**config.mk**
```make
export PLATFORM = sky130hd
export DESIGN_NAME = integer_to_radix_digits_unit
export DESIGN_NICKNAME = d
export VERILOG_FILES = /design/src/rtl/i2rd_pkg.sv /design/src/rtl/i2rd_divider.sv /design/src/rtl/integer_to_radix_digits_unit.sv
export SDC_FILE = /design/constraint.sdc
export NUM_CORES = 1
export LEC_CHECK = 0
export ABC_AREA = 1
export BUFFER_PORTS_ARGS = -buffer_cell sky130_fd_sc_hd__buf_2
export CAP_MARGIN = 0
export CORE_MARGIN = 2
export CORE_UTILIZATION = 42
export CTS_BUF_LIST = sky130_fd_sc_hd__clkbuf_8 sky130_fd_sc_hd__clkbuf_16
export CTS_CLUSTER_SIZE = 25
export DETAILED_ROUTE_END_ITERATION = 10
export HOLD_SLACK_MARGIN = 0.05
export PLACE_DENSITY = 0.65
export SYNTH_ARGS = -nofsm -noshare
export SYNTH_HDL_FRONTEND = slang
export SYNTH_SLANG_ARGS = --single-unit
```
**constraint.sdc**
```tcl
create_clock -name clk -period 10.6 [get_ports clk]
set_input_delay 0.53 -clock clk [delete_from_list [all_inputs] [get_ports clk]]
set_output_delay 0.53 -clock clk [all_outputs]
set_load 0.05 [all_outputs]
```
**src/rtl/i2rd_pkg.sv**
```systemverilog
// ----------------------------------------------------------------------------
// i2rd_pkg
// Shared constants, types and helpers of the integer to radix digits unit.
// ----------------------------------------------------------------------------
package i2rd_pkg;

  // Input value: 33-bit two's complement. Magnitude is held in 32 bits.
  localparam int unsigned IN_BITS    = 33;
  localparam int unsigned IN_TDATA_W = 40;
  localparam int unsigned VALUE_BITS = 32;
  localparam int unsigned MAX_RADIX  = 16;

  // Quotient bits resolved per divider cycle, and divider steps per full division.
  localparam int unsigned DIV_BITS  = 8;
  localparam int unsigned DIV_STEPS = VALUE_BITS / DIV_BITS;
  localparam int unsigned STEP_W    = $clog2(DIV_STEPS);

  // Digit stack: one 4-bit digit per place, radix 2 gives the most places.
  localparam int unsigned DIGIT_W    = 4;
  localparam int unsigned MAX_DIGITS = VALUE_BITS;
  localparam int unsigned COUNT_W    = $clog2(MAX_DIGITS + 1);

  localparam int unsigned RADIX_W = 5;
  localparam int unsigned CHAR_W  = 8;

  // Configuration register indexes.
  localparam logic [1:0] REG_RADIX      = 2'd0;
  localparam logic [1:0] REG_CHARS_LOW  = 2'd1;
  localparam logic [1:0] REG_CHARS_HIGH = 2'd2;

  localparam logic [RADIX_W-1:0] RADIX_RESET    = 5'd10;
  localparam logic [63:0]        CHARS_LOW_RST  = 64'h3736353433323130;
  localparam logic [63:0]        CHARS_HIGH_RST = 64'h6665646362613938;
  localparam logic [CHAR_W-1:0]  MINUS_CHAR     = 8'h2D;

  // Sequencer states.
  typedef enum logic [3:0] {
    ST_IDLE   = 4'b0001,
    ST_DIVIDE = 4'b0010,
    ST_SIGN   = 4'b0100,
    ST_EMIT   = 4'b1000
  } state_t;

  // Result of one divider cycle.
  typedef struct packed {
    logic [DIV_BITS-1:0] qbits;
    logic [DIGIT_W-1:0]  rem;
  } div_out_t;

  // Character code of digit k from the 16-entry table, digit k in byte k.
  function automatic logic [CHAR_W-1:0] digit_char(input logic [127:0] chars,
                                                   input logic [DIGIT_W-1:0] k);
    logic [6:0] base;
    base = {k, 3'b000};
    return chars[base +: CHAR_W];
  endfunction

endpackage

```
**src/rtl/i2rd_divider.sv**
```systemverilog
// ----------------------------------------------------------------------------
// i2rd_divider
// One cycle of restoring division by a small radix: brings in eight dividend
// bits, most significant first, and returns eight quotient bits and the
// running remainder.
// ----------------------------------------------------------------------------
module i2rd_divider (
  input  logic [i2rd_pkg::DIGIT_W-1:0]  rem_in,
  input  logic [i2rd_pkg::DIV_BITS-1:0] chunk,
  input  logic [i2rd_pkg::RADIX_W-1:0]  radix,
  output i2rd_pkg::div_out_t            result
);
  import i2rd_pkg::*;

  logic [DIGIT_W-1:0]  rem [DIV_BITS+1];
  logic [DIV_BITS-1:0] qbits;
  logic [RADIX_W-1:0]  trial [DIV_BITS];

  // Each step shifts one bit into the remainder and subtracts the radix if it
  // fits. The remainder stays below the radix, so four bits hold it.
  always_comb begin
    rem[0] = rem_in;
    for (int i = 0; i < DIV_BITS; i++) begin
      trial[i] = {rem[i], chunk[DIV_BITS-1-i]};
      if (trial[i] >= radix) begin
        qbits[DIV_BITS-1-i] = 1'b1;
        rem[i+1]            = DIGIT_W'(trial[i] - radix);
      end else begin
        qbits[DIV_BITS-1-i] = 1'b0;
        rem[i+1]            = trial[i][DIGIT_W-1:0];
      end
    end
  end

  assign result.qbits = qbits;
  assign result.rem   = rem[DIV_BITS];

endmodule

```
**src/rtl/integer_to_radix_digits_unit.sv**
```systemverilog
// ----------------------------------------------------------------------------
// integer_to_radix_digits_unit
// Converts a signed integer to its text in a configurable radix, one
// character per output word, most significant digit first.
// ----------------------------------------------------------------------------
// Usage:
//   The slave channel takes one 33-bit two's complement value per word. The
//   master channel returns the text one character per word: a leading '-'
//   for negative values, then the digits, with tlast on the final character.
//   Zero gives the single digit for 0. The configuration channel writes the
//   radix (index 0) and the two halves of the digit table (indexes 1 and 2);
//   cfg_ready is always high and writes to other indexes are dropped.
//   A value is divided by the radix repeatedly in a shared divider that
//   resolves eight quotient bits per cycle; each digit takes a full pass over
//   the working value. Digits are pushed on a stack and then popped out one
//   per cycle while the receiver keeps taking them.
//   s_tready is high only while the unit is idle; one item is in flight.
//   The master side has an output register, so a stalled receiver only holds
//   the current character and the unit waits; nothing is dropped.
//   Reset returns the sequencer to idle, empties the output register and
//   restores radix 10 with the table "0123456789abcdef".
// ----------------------------------------------------------------------------
module integer_to_radix_digits_unit (
  input  logic                              clk,
  input  logic                              rst,
  // Slave word: [32:0] value, rest zero.
  input  logic                              s_tvalid,
  output logic                              s_tready,
  input  logic [i2rd_pkg::IN_TDATA_W-1:0]   s_tdata,
  // Master word: [7:0] text_char. tlast carries is_last.
  output logic                              m_tvalid,
  input  logic                              m_tready,
  output logic [i2rd_pkg::CHAR_W-1:0]       m_tdata,
  output logic                              m_tlast,
  // Configuration write channel.
  input  logic                              cfg_valid,
  output logic                              cfg_ready,
  input  logic [1:0]                        cfg_index,
  input  logic [63:0]                       cfg_data
);
  import i2rd_pkg::*;

  logic [RADIX_W-1:0] radix;
  logic [63:0]        chars_low;
  logic [63:0]        chars_high;
  logic [RADIX_W-1:0] eff_radix;

  state_t                          state;
  logic [VALUE_BITS-1:0]           work;
  logic [DIGIT_W-1:0]              rem;
  logic [STEP_W-1:0]               step;
  logic [MAX_DIGITS*DIGIT_W-1:0]   stack;
  logic [COUNT_W-1:0]              digit_count;
  logic                            sign_pend;

  logic                            in_fire;
  logic                            out_load;
  logic [IN_BITS-1:0]              in_value;
  logic [IN_BITS-1:0]              neg_value;
  logic [VALUE_BITS-1:0]           in_mag;
  logic [VALUE_BITS-1:0]           work_next;
  div_out_t                        div_res;

  assign cfg_ready = 1'b1;
  assign s_tready  = (state == ST_IDLE);
  assign in_fire   = s_tvalid && s_tready;
  assign out_load  = (!m_tvalid || m_tready) && (state == ST_SIGN || state == ST_EMIT);

  // Configuration registers.
  always_ff @(posedge clk) begin
    if (rst) begin
      radix      <= RADIX_RESET;
      chars_low  <= CHARS_LOW_RST;
      chars_high <= CHARS_HIGH_RST;
    end else if (cfg_valid && cfg_ready) begin
      case (cfg_index)
        REG_RADIX:      radix      <= cfg_data[RADIX_W-1:0];
        REG_CHARS_LOW:  chars_low  <= cfg_data;
        REG_CHARS_HIGH: chars_high <= cfg_data;
        default: ;
      endcase
    end
  end

  // Clamp the radix into the supported range.
  always_comb begin
    if (radix inside {[5'd0:5'd1]}) begin
      eff_radix = RADIX_W'(2);
    end else if (radix > RADIX_W'(MAX_RADIX)) begin
      eff_radix = RADIX_W'(MAX_RADIX);
    end else begin
      eff_radix = radix;
    end
  end

  // Absolute value of the input; only -2^32 does not fit and saturates.
  assign in_value  = s_tdata[IN_BITS-1:0];
  assign neg_value = IN_BITS'(~in_value + 1'b1);
  always_comb begin
    if (!in_value[IN_BITS-1]) begin
      in_mag = in_value[VALUE_BITS-1:0];
    end else if (neg_value[IN_BITS-1]) begin
      in_mag = '1;
    end else begin
      in_mag = neg_value[VALUE_BITS-1:0];
    end
  end

  // Shared divider, fed from the top byte of the working register.
  i2rd_divider u_div (
    .rem_in (rem),
    .chunk  (work[VALUE_BITS-1 -: DIV_BITS]),
    .radix  (eff_radix),
    .result (div_res)
  );

  // Quotient bits enter at the bottom, so after a full pass work holds it.
  assign work_next = {work[VALUE_BITS-DIV_BITS-1:0], div_res.qbits};

  // Sequencer, digit stack and working registers.
  always_ff @(posedge clk) begin
    if (rst) begin
      state       <= ST_IDLE;
      digit_count <= '0;
      sign_pend   <= 1'b0;
      step        <= '0;
    end else begin
      case (state)
        ST_IDLE: begin
          if (in_fire) begin
            work        <= in_mag;
            rem         <= '0;
            step        <= '0;
            digit_count <= '0;
            sign_pend   <= in_value[IN_BITS-1];
            state       <= ST_DIVIDE;
          end
        end
        ST_DIVIDE: begin
          work <= work_next;
          step <= step + 1'b1;
          if (step == STEP_W'(DIV_STEPS - 1)) begin
            // Full division done: the remainder is the next digit up.
            stack       <= {stack[MAX_DIGITS*DIGIT_W-DIGIT_W-1:0], div_res.rem};
            digit_count <= digit_count + 1'b1;
            rem         <= '0;
            if (work_next == '0) begin
              state <= sign_pend ? ST_SIGN : ST_EMIT;
            end
          end else begin
            rem <= div_res.rem;
          end
        end
        ST_SIGN: begin
          if (out_load) begin
            sign_pend <= 1'b0;
            state     <= ST_EMIT;
          end
        end
        ST_EMIT: begin
          // Pop the most significant digit remaining.
          if (out_load) begin
            stack       <= {{DIGIT_W{1'b0}}, stack[MAX_DIGITS*DIGIT_W-1:DIGIT_W]};
            digit_count <= digit_count - 1'b1;
            if (digit_count == COUNT_W'(1)) begin
              state <= ST_IDLE;
            end
          end
        end
        default: state <= ST_IDLE;
      endcase
    end
  end

  // Output register.
  always_ff @(posedge clk) begin
    if (rst) begin
      m_tvalid <= 1'b0;
    end else if (out_load) begin
      m_tvalid <= 1'b1;
    end else if (m_tready) begin
      m_tvalid <= 1'b0;
    end
  end

  always_ff @(posedge clk) begin
    if (out_load) begin
      if (state == ST_SIGN) begin
        m_tdata <= MINUS_CHAR;
        m_tlast <= 1'b0;
      end else begin
        m_tdata <= digit_char({chars_high, chars_low}, stack[DIGIT_W-1:0]);
        m_tlast <= (digit_count == COUNT_W'(1));
      end
    end
  end

  // The stack is empty whenever a new value may enter.
  assert property (@(posedge clk) disable iff (rst)
    s_tready |-> digit_count == '0)
    else $error("digit stack not empty while idle");

  // The stack never holds more digits than a 32-bit magnitude has.
  assert property (@(posedge clk) disable iff (rst)
    digit_count <= COUNT_W'(MAX_DIGITS))
    else $error("digit stack overflow");

  // An accepted value always starts a division.
  assert property (@(posedge clk) disable iff (rst)
    in_fire |=> state == ST_DIVIDE)
    else $error("accepted value did not start a division");

  // The sign is only sent for a negative value and before any digit.
  assert property (@(posedge clk) disable iff (rst)
    state == ST_SIGN |-> sign_pend && digit_count != '0)
    else $error("sign state without pending sign or digits");

  // Leaving the emit phase happens only on the word that carries tlast.
  assert property (@(posedge clk) disable iff (rst)
    (state == ST_EMIT && out_load && digit_count == COUNT_W'(1)) |=> m_tvalid && m_tlast)
    else $error("final character not marked last");

endmodule

```
==> out/results.ini <==
[outcome]
status = completed

[yosys]
synth_cells = 2047
ys_ff_latch = 320
synth_warnings = 0
avgSynthCellArea_um2 = 8.06
yosysTopAreaCellShare = 0.315
synthesis.area_mm2 = 0.0165
yosys_most_used_dff = edfxtp_1
synth.distinct_cells = 53
async_flop_share = 0
ys_seq_area_frac = 0.493
synth_edf_count = 173
syn_nets = 2211
synth.largest_area_cell = edfxtp_1
synth.area.top_cells = edfxtp_1 (31%), dfxtp_1 (18%), nand2_1 (10%)

[place]
gp_congestion = 0.858
dp_hpwl_um = 25800
io_buffer_count = 114
place_inst = 2601

[drt]
wl_met3_um = 2320
first_iter_violations = 1241
vias = 14011
drc = 0
wl_met1_um = 18300
postRouteAntennaNets = 0
drt-total-wl_um = 39800
first_pass_iters = 5
via_per_inst = 5.24
top_layer_used = met5
post_drt_wl_per_cell_um = 14.9
routed-wl-met2_um = 18100

[setup_path]
r2r-start = radix[2]
worstSetupEndpointType = flop
crit_required_ns = 10.82
startpoint_type = flop
startpoint = radix[2]
crit_top_cell = nand2_1
cpMaxStageDelayCell = dfxtp_1
crit_arrival_ns = 10.21
crit_fanout = 8
worst-setup-path-type = reg2reg
slowest_delay_ns = 0.33

[cells_and_area]
layout-drive-gt1-share = 0.127
finalNonFillerCells = 2676
area_growth_pct = 14.3
post-route-util = 0.487
nFillCells = 3728
nets = 2292

[clock_network]
clock_sinks = 320
h-tree-depth = 2
cts-hold-fix-buffers = 0
clock_latency_ns = 0.52
cts.path.max_buffers = 3
cts_tree = yes
cts_buffers = 36
cts_root_buf = clkbuf_16
path_clk_slew_ns = 0.06

[die]
initial_core_util = 0.426
std_cell_rows = 72
die-area_mm2 = 0.0409
die_width_um = 202
io_pins = 123
die_h_um = 202
coreArea_mm2 = 0.0387

[sta]
clock.fmax_ghz = 0.100
fin_crit_sh = 0.942
final_max_slew_viol_count = 0
tightest_slew_ns = 1.21
clock_skew_ns = 0.0167
min_period_ns = 9.99
finalHoldViolCount = 0
setup_viol = 0
slew_headroom = 0.193
hold_slack_ns = 0.247

[hold_path]
hold_path_class = in2reg
hold_start = cfg_data[13]

[global_route]
grt_first_pass_wirelength_um = 65200
grt_pass1_vias = 13021
grt_use_total = 0.191
antenna_found_initial = 2
grt_max_degree = 135
overflow = 0

[job]
maxCapViolations = 0

==> cell families after synthesis <==
logic type               share of synthesized area
AO/OA/AOI/OAI                                0.142
buffers and inverters                       0.0709
XOR/XNOR                                    0.0191
flip-flops                                   0.493
adder cells (fa/ha/maj)                     0.0438
multiplexers                               0.00129
other                                     0.000227
AND/OR/NAND/NOR                              0.229
==> placed cells by master (no fill, tap or decap), types with 6 or more instances in the layout <==
cell type / instances
o21ai_2: 6
nor2_4: 10
clkbuf_16: 37
nor2_2: 9
nor2_1: 311
xnor2_1: 9
a31oi_1: 16
xor2_1: 27
inv_1: 191
o21ai_0: 286
nand4_1: 9
edfxtp_1: 173
buf_4: 29
o221ai_1: 24
nand2_1: 435
nand3_1: 118
o22ai_1: 8
dfxtp_1: 147
ha_1: 41
nor3_1: 8
fa_1: 8
a21oi_4: 6
inv_2: 10
a21oi_1: 34
o21ai_1: 9
clkinv_2: 6
buf_2: 114
==> metrics by stage <==
step / TNS [ns] / setup WS [ns] / instance area (µm²)
floorplan: 0 / 0.354 / 16500
global placement: 0 / 0.407 / 17500
detailed placement: 0 / 0.121 / 17500
CTS: 0 / 0.0586 / 18700
global route: -1.41 / -0.188 / 18900
finish: 0 / 0.613 / 18900
==> final timing paths <==
kind | end | slack [ns] | cells past startpoint
max | stack[0] | 0.61 | 68
min | chars_low[13] | 0.25 | 3
max reg2reg | stack[0] | 0.61 | 68
min reg2reg | chars_high[32] | 0.45 | 2
==> per-layer routing <==
layer  global-route usage  vias to the layer above
met4               0.0558                        2
met1                0.269                     6610
li1                     -                     6945
met5                    0                        -
met3               0.0306                       73
met2                0.304                      381
==> cell type report <==
class                           instances  area [µm²]  area share
Inverter                              194         729      0.0387
Sequential cell                       320        8140       0.431
Clock buffer                           41         981      0.0520
Timing Repair Buffer                  146         822      0.0436
Tap cell                              518         648      0.0343
Clock inverter                         25         176     0.00935
Multi-Input combinational cell       1430        7370       0.391
Antenna cell                            2        5.00    0.000265
==> cell usage after synthesis (2+ instances only) <==
master and instances:
nand3_1 119, dfxtp_1 147, clkbuf_1 83, buf_1 5, nand3_2 2, a22oi_1 5
nor3_1 9, o21ai_0 291, nand2_1 438, a31oi_1 16, o211ai_1 5, o21ai_1 9
buf_2 13, nand4_1 9, a211oi_2 2, o22ai_1 8, o221ai_1 24, xor2_1 27
a21boi_0 3, a21oi_4 6, inv_1 186, and2_1 2, nor2_2 9, edfxtp_1 173
inv_2 8, a21oi_1 35, fa_1 8, a21oi_2 4, xnor2_1 9, nor3_2 3
buf_4 2, nor2_4 2, nor2_1 317, ha_1 45, nand3b_1 2, or2_2 4
==> sequential cells by signal, summed over array words and instances, names as in the netlist, 2 cells and up <==
signal       cells
m_tdata          8
digit_count      6
radix            5
state            4
rem              4
chars_high      64
step             2
work            32
stack          128
chars_low       64
==> critical path, delay by kind of cell, from the launching register on <==
family                   cells  cell delay, ns
AND/OR/NAND/NOR             41            4.26
AO/OA/AOI/OAI                9            1.72
adder cells (fa/ha/maj)      8            2.38
flip-flops                   1            0.33
buffers and inverters       10            0.99
==> what timing repair did <==
| action | 4_1_cts | 5_1_grt |
|---|---|---|
| setup buffers | 0 | 5 |
| resized for setup | 0 | 36 |
| endpoints found under the setup margin | 0 | 13 |
Power is left out: the tool's default activity adds up to more than one toggle a clock period on the data nets, which glitch-free logic cannot reach.
